File: src/rtl/tsd_pkg.sv
`timescale 1ns / 1ps
`default_nettype none

package tsd_pkg;

  // Field widths of one timestamp.
  localparam int DayW    = 5;
  localparam int MonthW  = 4;
  localparam int YearW   = 14;
  localparam int HourW   = 5;
  localparam int MinuteW = 6;
  localparam int SecondW = 6;

  // Result widths.
  localparam int DaysOutW = 22;

  // Internal widths.
  localparam int YW    = 15;  // year plus the shift, up to 16783
  localparam int DbmW  = 9;   // days before month, up to 334
  localparam int CentW = 8;   // year / 100, up to 167
  localparam int DnW   = 23;  // linear day number
  localparam int TodW  = 17;  // linear second of day, up to 115443
  localparam int RemW  = 17;  // normalised second of day, below 86400

  localparam int SecsPerDay  = 86400;
  localparam int SecsPerHour = 3600;
  localparam int SecsPerMin  = 60;
  localparam int DaysPerYear = 365;
  localparam int YearShift   = 400;

  // Reciprocals for division by a constant: x / d == (x * R) >> S over the used range.
  localparam int RecipHundred = 5243;   // / 100 for x below 2^15
  localparam int ShiftHundred = 19;
  localparam int RecipHour    = 37283;  // / 3600 for x below 86400
  localparam int ShiftHour    = 27;
  localparam int RecipMin     = 4370;   // / 60 for x below 3600
  localparam int ShiftMin     = 18;

  // Enables of the three stages of one timestamp front end.
  typedef struct packed {
    logic s1;
    logic s2;
    logic s3;
  } tsd_stage_en_t;

  // Days before the first of a month. Month zero counts as January, above twelve as December.
  function automatic logic [DbmW-1:0] days_before_month(input logic [MonthW-1:0] m);
    logic [DbmW-1:0] d;
    case (m)
      4'd0, 4'd1: d = 9'd0;
      4'd2:       d = 9'd31;
      4'd3:       d = 9'd59;
      4'd4:       d = 9'd90;
      4'd5:       d = 9'd120;
      4'd6:       d = 9'd151;
      4'd7:       d = 9'd181;
      4'd8:       d = 9'd212;
      4'd9:       d = 9'd243;
      4'd10:      d = 9'd273;
      4'd11:      d = 9'd304;
      default:    d = 9'd334;
    endcase
    return d;
  endfunction

endpackage

`default_nettype wire

File: src/rtl/tsd_req_if.sv
`timescale 1ns / 1ps
`default_nettype none

interface tsd_req_if import tsd_pkg::*; ();
  logic               valid;
  logic               ready;
  logic [DayW-1:0]    first_day;
  logic [MonthW-1:0]  first_month;
  logic [YearW-1:0]   first_year;
  logic [HourW-1:0]   first_hour;
  logic [MinuteW-1:0] first_minute;
  logic [SecondW-1:0] first_second;
  logic [DayW-1:0]    second_day;
  logic [MonthW-1:0]  second_month;
  logic [YearW-1:0]   second_year;
  logic [HourW-1:0]   second_hour;
  logic [MinuteW-1:0] second_minute;
  logic [SecondW-1:0] second_sec;

  modport source (
    output valid, first_day, first_month, first_year, first_hour, first_minute,
           first_second, second_day, second_month, second_year, second_hour,
           second_minute, second_sec,
    input  ready
  );

  modport sink (
    input  valid, first_day, first_month, first_year, first_hour, first_minute,
           first_second, second_day, second_month, second_year, second_hour,
           second_minute, second_sec,
    output ready
  );
endinterface

`default_nettype wire

File: src/rtl/tsd_rsp_if.sv
`timescale 1ns / 1ps
`default_nettype none

interface tsd_rsp_if import tsd_pkg::*; ();
  logic                valid;
  logic                ready;
  logic [DaysOutW-1:0] elapsed_days;
  logic [HourW-1:0]    elapsed_hours;
  logic [MinuteW-1:0]  elapsed_minutes;
  logic [SecondW-1:0]  elapsed_seconds;

  modport source (
    output valid, elapsed_days, elapsed_hours, elapsed_minutes, elapsed_seconds,
    input  ready
  );

  modport sink (
    input  valid, elapsed_days, elapsed_hours, elapsed_minutes, elapsed_seconds,
    output ready
  );
endinterface

`default_nettype wire

File: src/rtl/tsd_stamp.sv
`timescale 1ns / 1ps
`default_nettype none

// Three-stage front end that turns one timestamp into a linear day number
// and a linear second of day.
module tsd_stamp import tsd_pkg::*; (
  input  wire logic                clk,
  input  wire tsd_stage_en_t       en,
  input  wire logic [DayW-1:0]     day,
  input  wire logic [MonthW-1:0]   month,
  input  wire logic [YearW-1:0]    year,
  input  wire logic [HourW-1:0]    hour,
  input  wire logic [MinuteW-1:0]  minute,
  input  wire logic [SecondW-1:0]  second,
  output logic      [DnW-1:0]      day_num,
  output logic      [TodW-1:0]     tod
);

  localparam int ProdHW = YW + 13;

  // Stage 1.
  logic [YW-1:0]      y1, py1;
  logic [DbmW-1:0]    dbm1;
  logic               after_feb1;
  logic [DayW-1:0]    day1;
  logic [TodW-1:0]    tod1;
  // Stage 2.
  logic [YW-1:0]      y2, py2;
  logic [CentW-1:0]   yq2, pyq2;
  logic [DnW-1:0]     py365_2;
  logic [DbmW-1:0]    dbm2;
  logic               after_feb2;
  logic [DayW-1:0]    day2;
  logic [TodW-1:0]    tod2;

  logic [YW-1:0]      y_next;
  logic [ProdHW-1:0]  yprod, pyprod;
  logic               leap;

  assign y_next = YW'(year) + YW'(YearShift);

  always_ff @(posedge clk) begin
    if (en.s1) begin
      y1         <= y_next;
      py1        <= y_next - YW'(1);
      dbm1       <= days_before_month(month);
      after_feb1 <= (month > MonthW'(2));
      day1       <= day;
      tod1       <= TodW'(hour) * TodW'(SecsPerHour) + TodW'(minute) * TodW'(SecsPerMin)
                    + TodW'(second);
    end
  end

  assign yprod  = ProdHW'(y1) * ProdHW'(RecipHundred);
  assign pyprod = ProdHW'(py1) * ProdHW'(RecipHundred);

  always_ff @(posedge clk) begin
    if (en.s2) begin
      y2         <= y1;
      py2        <= py1;
      yq2        <= CentW'(yprod >> ShiftHundred);
      pyq2       <= CentW'(pyprod >> ShiftHundred);
      py365_2    <= DnW'(py1) * DnW'(DaysPerYear);
      dbm2       <= dbm1;
      after_feb2 <= after_feb1;
      day2       <= day1;
      tod2       <= tod1;
    end
  end

  // A year divisible by 100 is a leap year only when its century count is divisible by 4.
  assign leap = (y2[1:0] == 2'd0)
             && ((y2 != YW'(yq2) * YW'(100)) || (yq2[1:0] == 2'd0));

  always_ff @(posedge clk) begin
    if (en.s3) begin
      day_num <= py365_2 + DnW'(py2 >> 2) - DnW'(pyq2) + DnW'(pyq2 >> 2)
                 + DnW'(dbm2) + DnW'(after_feb2 && leap) + DnW'(day2);
      tod     <= tod2;
    end
  end

endmodule

`default_nettype wire

File: src/rtl/timestamp_difference.sv
`timescale 1ns / 1ps
`default_nettype none

// Elapsed time between two Gregorian timestamps, given as whole days plus
// hours, minutes and seconds; the order of the two timestamps does not matter.
// The block is a ten-stage pipeline that takes one pair of timestamps per
// cycle while the output side does not stall. Each timestamp becomes a day
// number under the 4/100/400 leap rule; the two day numbers and seconds of
// day are subtracted, the seconds are normalised with a borrow or carry into
// the days, and the remainder is split by constant reciprocal multipliers.
// Every stage holds its own valid bit, so gaps in the pipeline close up
// while the output waits.
module timestamp_difference import tsd_pkg::*; (
  input  wire logic clk,
  input  wire logic rst,
  tsd_req_if.sink   req,
  tsd_rsp_if.source rsp
);

  localparam int NStage = 10;
  localparam int DW     = DnW + 1;   // signed day difference
  localparam int DnormW = DnW + 2;   // day difference after the borrow
  localparam int TW     = TodW + 1;  // signed second difference
  localparam int T2W    = TodW + 2;
  localparam int ProdHW = RemW + 16;
  localparam int MinW   = 12;        // seconds below one hour
  localparam int ProdMW = MinW + 13;

  logic [NStage:1] vld;
  logic [NStage:1] rdy;

  always_comb begin
    rdy[NStage] = !vld[NStage] || rsp.ready;
    for (int i = NStage - 1; i >= 1; i--) begin
      rdy[i] = !vld[i] || rdy[i+1];
    end
  end

  always_ff @(posedge clk) begin
    if (rst) begin
      vld <= '0;
    end else begin
      if (rdy[1]) begin
        vld[1] <= req.valid;
      end
      for (int i = 2; i <= NStage; i++) begin
        if (rdy[i]) begin
          vld[i] <= vld[i-1];
        end
      end
    end
  end

  assign req.ready = rdy[1];

  // Stages 1 to 3: both timestamps to day number and second of day.
  tsd_stage_en_t    front_en;
  logic [DnW-1:0]   dn_a, dn_b;
  logic [TodW-1:0]  tod_a, tod_b;

  assign front_en = '{s1: rdy[1], s2: rdy[2], s3: rdy[3]};

  tsd_stamp u_stamp_a (
    .clk     (clk),
    .en      (front_en),
    .day     (req.first_day),
    .month   (req.first_month),
    .year    (req.first_year),
    .hour    (req.first_hour),
    .minute  (req.first_minute),
    .second  (req.first_second),
    .day_num (dn_a),
    .tod     (tod_a)
  );

  tsd_stamp u_stamp_b (
    .clk     (clk),
    .en      (front_en),
    .day     (req.second_day),
    .month   (req.second_month),
    .year    (req.second_year),
    .hour    (req.second_hour),
    .minute  (req.second_minute),
    .second  (req.second_sec),
    .day_num (dn_b),
    .tod     (tod_b)
  );

  // Stage 4: raw differences.
  logic signed [DW-1:0] ddiff4;
  logic signed [TW-1:0] tdiff4;

  always_ff @(posedge clk) begin
    if (rdy[4]) begin
      ddiff4 <= signed'(DW'(dn_a)) - signed'(DW'(dn_b));
      tdiff4 <= signed'(TW'(tod_a)) - signed'(TW'(tod_b));
    end
  end

  // Stage 5: bring the second difference into one day, borrowing from or carrying into the days.
  // Out-of-range times can need two borrows.
  logic signed [T2W-1:0]    t_ext, t_plus1, t_plus2;
  logic signed [DnormW-1:0] d_ext;
  logic signed [DnormW-1:0] dnorm_next;
  logic [RemW-1:0]          tnorm_next;
  logic signed [DnormW-1:0] dnorm5;
  logic [RemW-1:0]          tnorm5;

  always_comb begin
    t_ext   = T2W'(tdiff4);
    d_ext   = DnormW'(ddiff4);
    t_plus1 = t_ext + signed'(T2W'(SecsPerDay));
    t_plus2 = t_ext + signed'(T2W'(2 * SecsPerDay));
    if (t_ext >= signed'(T2W'(SecsPerDay))) begin
      tnorm_next = RemW'(t_ext - signed'(T2W'(SecsPerDay)));
      dnorm_next = d_ext + signed'(DnormW'(1));
    end else if (t_ext >= signed'(T2W'(0))) begin
      tnorm_next = RemW'(t_ext);
      dnorm_next = d_ext;
    end else if (t_plus1 >= signed'(T2W'(0))) begin
      tnorm_next = RemW'(t_plus1);
      dnorm_next = d_ext - signed'(DnormW'(1));
    end else begin
      tnorm_next = RemW'(t_plus2);
      dnorm_next = d_ext - signed'(DnormW'(2));
    end
  end

  always_ff @(posedge clk) begin
    if (rdy[5]) begin
      dnorm5 <= dnorm_next;
      tnorm5 <= tnorm_next;
    end
  end

  // Stage 6: absolute value of days * 86400 + seconds.
  logic [DaysOutW-1:0] days6;
  logic [RemW-1:0]     rem6;
  logic [DnormW-1:0]   dneg;

  assign dneg = DnormW'(-dnorm5);

  always_ff @(posedge clk) begin
    if (rdy[6]) begin
      if (dnorm5 >= signed'(DnormW'(0))) begin
        days6 <= DaysOutW'(dnorm5);
        rem6  <= tnorm5;
      end else if (tnorm5 == '0) begin
        days6 <= DaysOutW'(dneg);
        rem6  <= '0;
      end else begin
        days6 <= DaysOutW'(dneg - DnormW'(1));
        rem6  <= RemW'(SecsPerDay) - tnorm5;
      end
    end
  end

  // Stage 7: hours.
  logic [DaysOutW-1:0] days7;
  logic [RemW-1:0]     rem7;
  logic [HourW-1:0]    hours7;
  logic [ProdHW-1:0]   hprod;

  assign hprod = ProdHW'(rem6) * ProdHW'(RecipHour);

  always_ff @(posedge clk) begin
    if (rdy[7]) begin
      days7  <= days6;
      rem7   <= rem6;
      hours7 <= HourW'(hprod >> ShiftHour);
    end
  end

  // Stage 8: seconds within the hour.
  logic [DaysOutW-1:0] days8;
  logic [HourW-1:0]    hours8;
  logic [MinW-1:0]     rsec8;

  always_ff @(posedge clk) begin
    if (rdy[8]) begin
      days8  <= days7;
      hours8 <= hours7;
      rsec8  <= MinW'(rem7 - RemW'(hours7) * RemW'(SecsPerHour));
    end
  end

  // Stage 9: minutes.
  logic [DaysOutW-1:0] days9;
  logic [HourW-1:0]    hours9;
  logic [MinW-1:0]     rsec9;
  logic [MinuteW-1:0]  mins9;
  logic [ProdMW-1:0]   mprod;

  assign mprod = ProdMW'(rsec8) * ProdMW'(RecipMin);

  always_ff @(posedge clk) begin
    if (rdy[9]) begin
      days9  <= days8;
      hours9 <= hours8;
      rsec9  <= rsec8;
      mins9  <= MinuteW'(mprod >> ShiftMin);
    end
  end

  // Stage 10: output register.
  always_ff @(posedge clk) begin
    if (rdy[10]) begin
      rsp.elapsed_days    <= days9;
      rsp.elapsed_hours   <= hours9;
      rsp.elapsed_minutes <= mins9;
      rsp.elapsed_seconds <= SecondW'(rsec9 - MinW'(mins9) * MinW'(SecsPerMin));
    end
  end

  assign rsp.valid = vld[NStage];

`ifndef SYNTH
  a_fields_in_range: assert property (@(posedge clk) disable iff (rst)
    rsp.valid |-> (rsp.elapsed_hours < HourW'(24)) && (rsp.elapsed_minutes < MinuteW'(60))
                  && (rsp.elapsed_seconds < SecondW'(60)))
    else $error("elapsed time of day out of range");

  a_borrow_done: assert property (@(posedge clk) disable iff (rst)
    vld[5] |-> (tnorm5 < RemW'(SecsPerDay)))
    else $error("second difference not normalised into one day");

  a_open_when_drained: assert property (@(posedge clk) disable iff (rst)
    !rsp.valid |-> req.ready)
    else $error("input held off while the output stage is empty");
`endif

endmodule

`default_nettype wire
File: src/flat_wrapper.sv
// flat-port wrapper written by rule: the top's interface ports become plain ports
module timestamp_difference_flat import tsd_pkg::*;
  (clk, rst, req_valid, req_first_day, req_first_month, req_first_year, req_first_hour, req_first_minute, req_first_second, req_second_day, req_second_month, req_second_year, req_second_hour, req_second_minute, req_second_sec, req_ready, rsp_valid, rsp_elapsed_days, rsp_elapsed_hours, rsp_elapsed_minutes, rsp_elapsed_seconds, rsp_ready);
  tsd_req_if req_i ();
  tsd_rsp_if rsp_i ();
  input  wire logic clk;
  input  wire logic rst;
  input wire logic [$bits(req_i.valid)-1:0] req_valid;
  input wire logic [$bits(req_i.first_day)-1:0] req_first_day;
  input wire logic [$bits(req_i.first_month)-1:0] req_first_month;
  input wire logic [$bits(req_i.first_year)-1:0] req_first_year;
  input wire logic [$bits(req_i.first_hour)-1:0] req_first_hour;
  input wire logic [$bits(req_i.first_minute)-1:0] req_first_minute;
  input wire logic [$bits(req_i.first_second)-1:0] req_first_second;
  input wire logic [$bits(req_i.second_day)-1:0] req_second_day;
  input wire logic [$bits(req_i.second_month)-1:0] req_second_month;
  input wire logic [$bits(req_i.second_year)-1:0] req_second_year;
  input wire logic [$bits(req_i.second_hour)-1:0] req_second_hour;
  input wire logic [$bits(req_i.second_minute)-1:0] req_second_minute;
  input wire logic [$bits(req_i.second_sec)-1:0] req_second_sec;
  output wire logic [$bits(req_i.ready)-1:0] req_ready;
  output wire logic [$bits(rsp_i.valid)-1:0] rsp_valid;
  output wire logic [$bits(rsp_i.elapsed_days)-1:0] rsp_elapsed_days;
  output wire logic [$bits(rsp_i.elapsed_hours)-1:0] rsp_elapsed_hours;
  output wire logic [$bits(rsp_i.elapsed_minutes)-1:0] rsp_elapsed_minutes;
  output wire logic [$bits(rsp_i.elapsed_seconds)-1:0] rsp_elapsed_seconds;
  input wire logic [$bits(rsp_i.ready)-1:0] rsp_ready;
  assign req_i.valid = req_valid;
  assign req_i.first_day = req_first_day;
  assign req_i.first_month = req_first_month;
  assign req_i.first_year = req_first_year;
  assign req_i.first_hour = req_first_hour;
  assign req_i.first_minute = req_first_minute;
  assign req_i.first_second = req_first_second;
  assign req_i.second_day = req_second_day;
  assign req_i.second_month = req_second_month;
  assign req_i.second_year = req_second_year;
  assign req_i.second_hour = req_second_hour;
  assign req_i.second_minute = req_second_minute;
  assign req_i.second_sec = req_second_sec;
  assign req_ready = req_i.ready;
  assign rsp_valid = rsp_i.valid;
  assign rsp_elapsed_days = rsp_i.elapsed_days;
  assign rsp_elapsed_hours = rsp_i.elapsed_hours;
  assign rsp_elapsed_minutes = rsp_i.elapsed_minutes;
  assign rsp_elapsed_seconds = rsp_i.elapsed_seconds;
  assign rsp_i.ready = rsp_ready;
  timestamp_difference u_core (.clk(clk), .rst(rst), .req(req_i), .rsp(rsp_i));
endmodule
File: config.mk
export PLATFORM = sky130hd
export DESIGN_NAME = timestamp_difference_flat
export DESIGN_NICKNAME = d
export VERILOG_FILES = /design/src/rtl/tsd_pkg.sv /design/src/rtl/tsd_req_if.sv /design/src/rtl/tsd_rsp_if.sv /design/src/rtl/tsd_stamp.sv /design/src/rtl/timestamp_difference.sv /design/src/flat_wrapper.sv
export SDC_FILE = /design/constraint.sdc
export NUM_CORES = 2
export LEC_CHECK = 0
export BUFFER_PORTS_ARGS = -buffer_cell sky130_fd_sc_hd__buf_4
export CAP_MARGIN = 20
export CORE_ASPECT_RATIO = 2
export CORE_MARGIN = 2
export CORE_UTILIZATION = 30
export CTS_CLUSTER_SIZE = 30
export DETAILED_ROUTE_END_ITERATION = 6
export PLACE_DENSITY = 0.5
export SLEW_MARGIN = 20
export SYNTH_ARGS = -nofsm -noshare
export SYNTH_HDL_FRONTEND = slang
export SYNTH_SLANG_ARGS = --single-unit
File: constraint.sdc
create_clock -name clk -period 11.7 [get_ports clk]
set_input_delay 1.17 -clock clk [delete_from_list [all_inputs] [get_ports clk]]
set_output_delay 1.17 -clock clk [all_outputs]
set_load 0.02 [all_outputs]
==> impl_metrics.csv <==
group,metric,value,unit
setup_path,rrSetupSlack,4020,ps
job,max-cap-violations,0,
global_route,grt_usage,12.26,%
hold_path,worstHoldPathCells,0,
sta,slew_headroom,33.80,%
yosys,yosysMostFrequentCell,"inv_1",
global_route,met3_usage,1.330,%
yosys,synthDistinctLibCells,77,
place,portBuffers,124,
sta,hold_ws,400.0,ps
routing,ant_nets,0,
sta,finalSetupViolations,0,
sta,drv_slew,0,
clock_network,ctsRootBufferMaster,"clkbuf_16",
final_layout,finalInstanceArea,0.06563,mm2
yosys,synth-edff-count,679,
clock_network,cts.sinks,689,
final_layout,multi_input_area,0.03413,mm2
clock_network,cts_resized,0,
place,pre_cts_slack,4041,ps
setup_path,r2r_cells,28,
place,gp_congestion,0.7984,
routing,wl_per_cell,15.00,um
setup_path,worstPathRequired,12090,ps
sta,fin_crit,7681,ps
yosys,synth_compound_gate_area_share,7.104,%
setup_path,cp_max_fo,4,
global_route,groute.layer.met2.usage,20.40,%
sta,fmax,130.2,MHz
clock_network,cts-htree-levels,3,
setup_path,rr_endpoint,"u_core.u_stamp_a.day_num[21]",
yosys,synth-simple-area-share,5.755,%
yosys,synth_top_family_by_area,"adder cells",
yosys,synth_fa_ha_area_share,39.56,%
final_layout,seqCellArea,0.02059,mm2
yosys,synth-warning-count,0,
yosys,yosysSeqAreaShare,34.98,%
setup_path,cpLargestDelayFamily,"adder cells",
hold_path,min_from,"u_core.days6[12]",
clock_network,cts_tree,"done",
routing,routed_wirelength,117700,um
global_route,antenna_found_initial,1,
final_layout,drive_above_1_share,5.652,%
sta,rsz0062_at_grt,"false",
die,die_y,630.4,um
yosys,ys_ff_latch,689,
setup_path,crit_arrival,8070,ps
routing,num_vias,34463,
setup_path,critPathLaunchType,"flip-flop",
setup_path,r2r_start,"u_core.u_stamp_a.yq2[2]",
global_route,grt_pass1_wl,194600,um
sta,worst_slack,4019,ps
yosys,synth_flop_cell,"edfxtp_1",
clock_network,cts_buffers,75,
hold_path,hold_path_class,"reg2reg",
die,start_util,30.08,%
setup_path,cp_common_cell,"fa_1",
yosys,synth_top_area_share,34.64,%
setup_path,slowest_stage,"a2111oi_0",
setup_path,worst-path-buf-inv,1,
clock_network,cts_hold_buf,0,
die,dieArea,0.2000,mm2
clock_network,clk_path_buf_depth,3,
die,rows,230,
setup_path,critPathKind,"reg2reg",
yosys,syn_area,0.05886,mm2
sta,final_hold_viol_count,0,
die,core,0.1957,mm2
yosys,synthMuxAreaShare,0.3933,%
final_layout,fillers,19683,
clock_network,cts_setup_buffers,0,
die,die_w,317.2,um
clock_network,clk_latency,670,ps
yosys,synthTopCellsByCount,"inv_1 (1073), ha_1 (1024), edfxtp_1 (679), fa_1 (523), xnor2_1 (263)",
global_route,grt_use_met1,16.79,%
yosys,syn_nets,6679,
global_route,grt.overflow.total,0,
die,ioPinCount,125,
hold_path,holdPathEnd,"u_core.days7[12]",
setup_path,critPathCaptureType,"flip-flop",
sta,tightest_slew,993.0,ps
global_route,grt_max_degree,81,
yosys,yosysTopAreaCell,"edfxtp_1",
routing,dr.pass1.iters,7,
setup_path,max_stage_delay,650,ps
final_layout,nets,6858,
routing,avgViaCountPerCell,4.394,
clock_network,cts.clk_slew.worst_paths,60,ps
place,hpwl,96160,um
final_layout,area_growth,11.51,%
yosys,synth-xor-area-share,5.119,%
yosys,syn_avg_cell_area,11.66,um2
yosys,syn_inst,5048,
global_route,busiest_layer,"met2",
yosys,synth_area_leaders,"edfxtp_1 (35%), ha_1 (22%), fa_1 (18%)",
place,place_area,0.06298,mm2
yosys,async_flop_share,0,%
sta,fin_crit_sh,65.65,%
global_route,grt_pass1_vias,35848,
routing,drc,0,
status,outcome,"finished clean",
sta,tns,0,ps
sta,clock_skew,31.31,ps
routing,drt-initial-drc-count,1661,
==> registers in the layout, summed over array words and instances (netlist names), 22 cells and up <==
register	count
u_core.ddiff4	24
u_core.dnorm5	23
u_core.u_stamp_a.day_num	23
u_core.u_stamp_b.day_num	23
u_core.days6	22
u_core.days7	22
u_core.days8	22
u_core.days9	22
u_core.rsp.elapsed_days	22
==> routing by layer <==
metal	vias up	wire [um]
met5	-	0
met4	0	2713
met3	121	3007
met2	358	56370
met1	16503	55570
li1	17481	-
==> through the flow <==
stage          instances  util (%)
6_report            7844     33.54
5_1_grt             7843     33.54
4_1_cts             7842     33.54
3_5_place_dp        7702     32.19
3_3_place_gp        7702     32.19
2_1_floorplan       5048         -
==> layout by cell type (no fill, tap or decap), types with 64 or more instances in the layout <==
cell,count
nor3_1,64
nor2_1,203
inv_1,1072
a21o_1,80
xnor2_1,263
edfxtp_1,679
fa_1,523
buf_4,139
a21oi_1,186
o21ai_0,116
nand2_1,156
xor2_1,81
ha_1,1024
clkbuf_16,76
==> worst max-delay path by stage <==
stage / startpoint / end / slack, ps / depth (start not counted)
6_report: u_core.u_stamp_a.yq2[2] / u_core.u_stamp_a.day_num[21] / 4020 / 28
5_1_grt: u_core.u_stamp_a.yq2[2] / u_core.u_stamp_a.day_num[21] / 3480 / 28
4_1_cts: u_core.u_stamp_a.yq2[2] / u_core.u_stamp_a.day_num[21] / 3970 / 28
3_5_place_dp: u_core.u_stamp_a.yq2[2] / u_core.u_stamp_a.day_num[21] / 4040 / 28
3_3_place_gp: u_core.u_stamp_a.yq2[1] / u_core.u_stamp_a.day_num[21] / 4120 / 28
2_1_floorplan: rsp_ready / u_core.u_stamp_a.after_feb2 / 3310 / 6
==> logic make-up (layout without fill, tap and decap cells) <==
logic type	after synthesis	count (layout)
other	0	2
buffers and inverters	1110	1352
AOI/OAI and AO/OA	644	644
xor gates and xnor gates	344	344
and+or+nand+nor	692	692
adders and majority gates	1547	1547
muxes	22	22
DFF	689	689
==> area by class of cell <==
type / count / share of cell area (%)
well taps: 2552 / 4.865
clock inverters: 53 / 1.064
inverters: 1073 / 6.139
multi-input cells: 3249 / 52.00
diodes: 2 / 0.007626
clock buffers: 87 / 2.961
flip-flops and latches: 689 / 31.37
repair buffers: 139 / 1.590
Power is left out: the tool's default activity adds up to more than one toggle a clock period on the data nets, which glitch-free logic cannot reach.
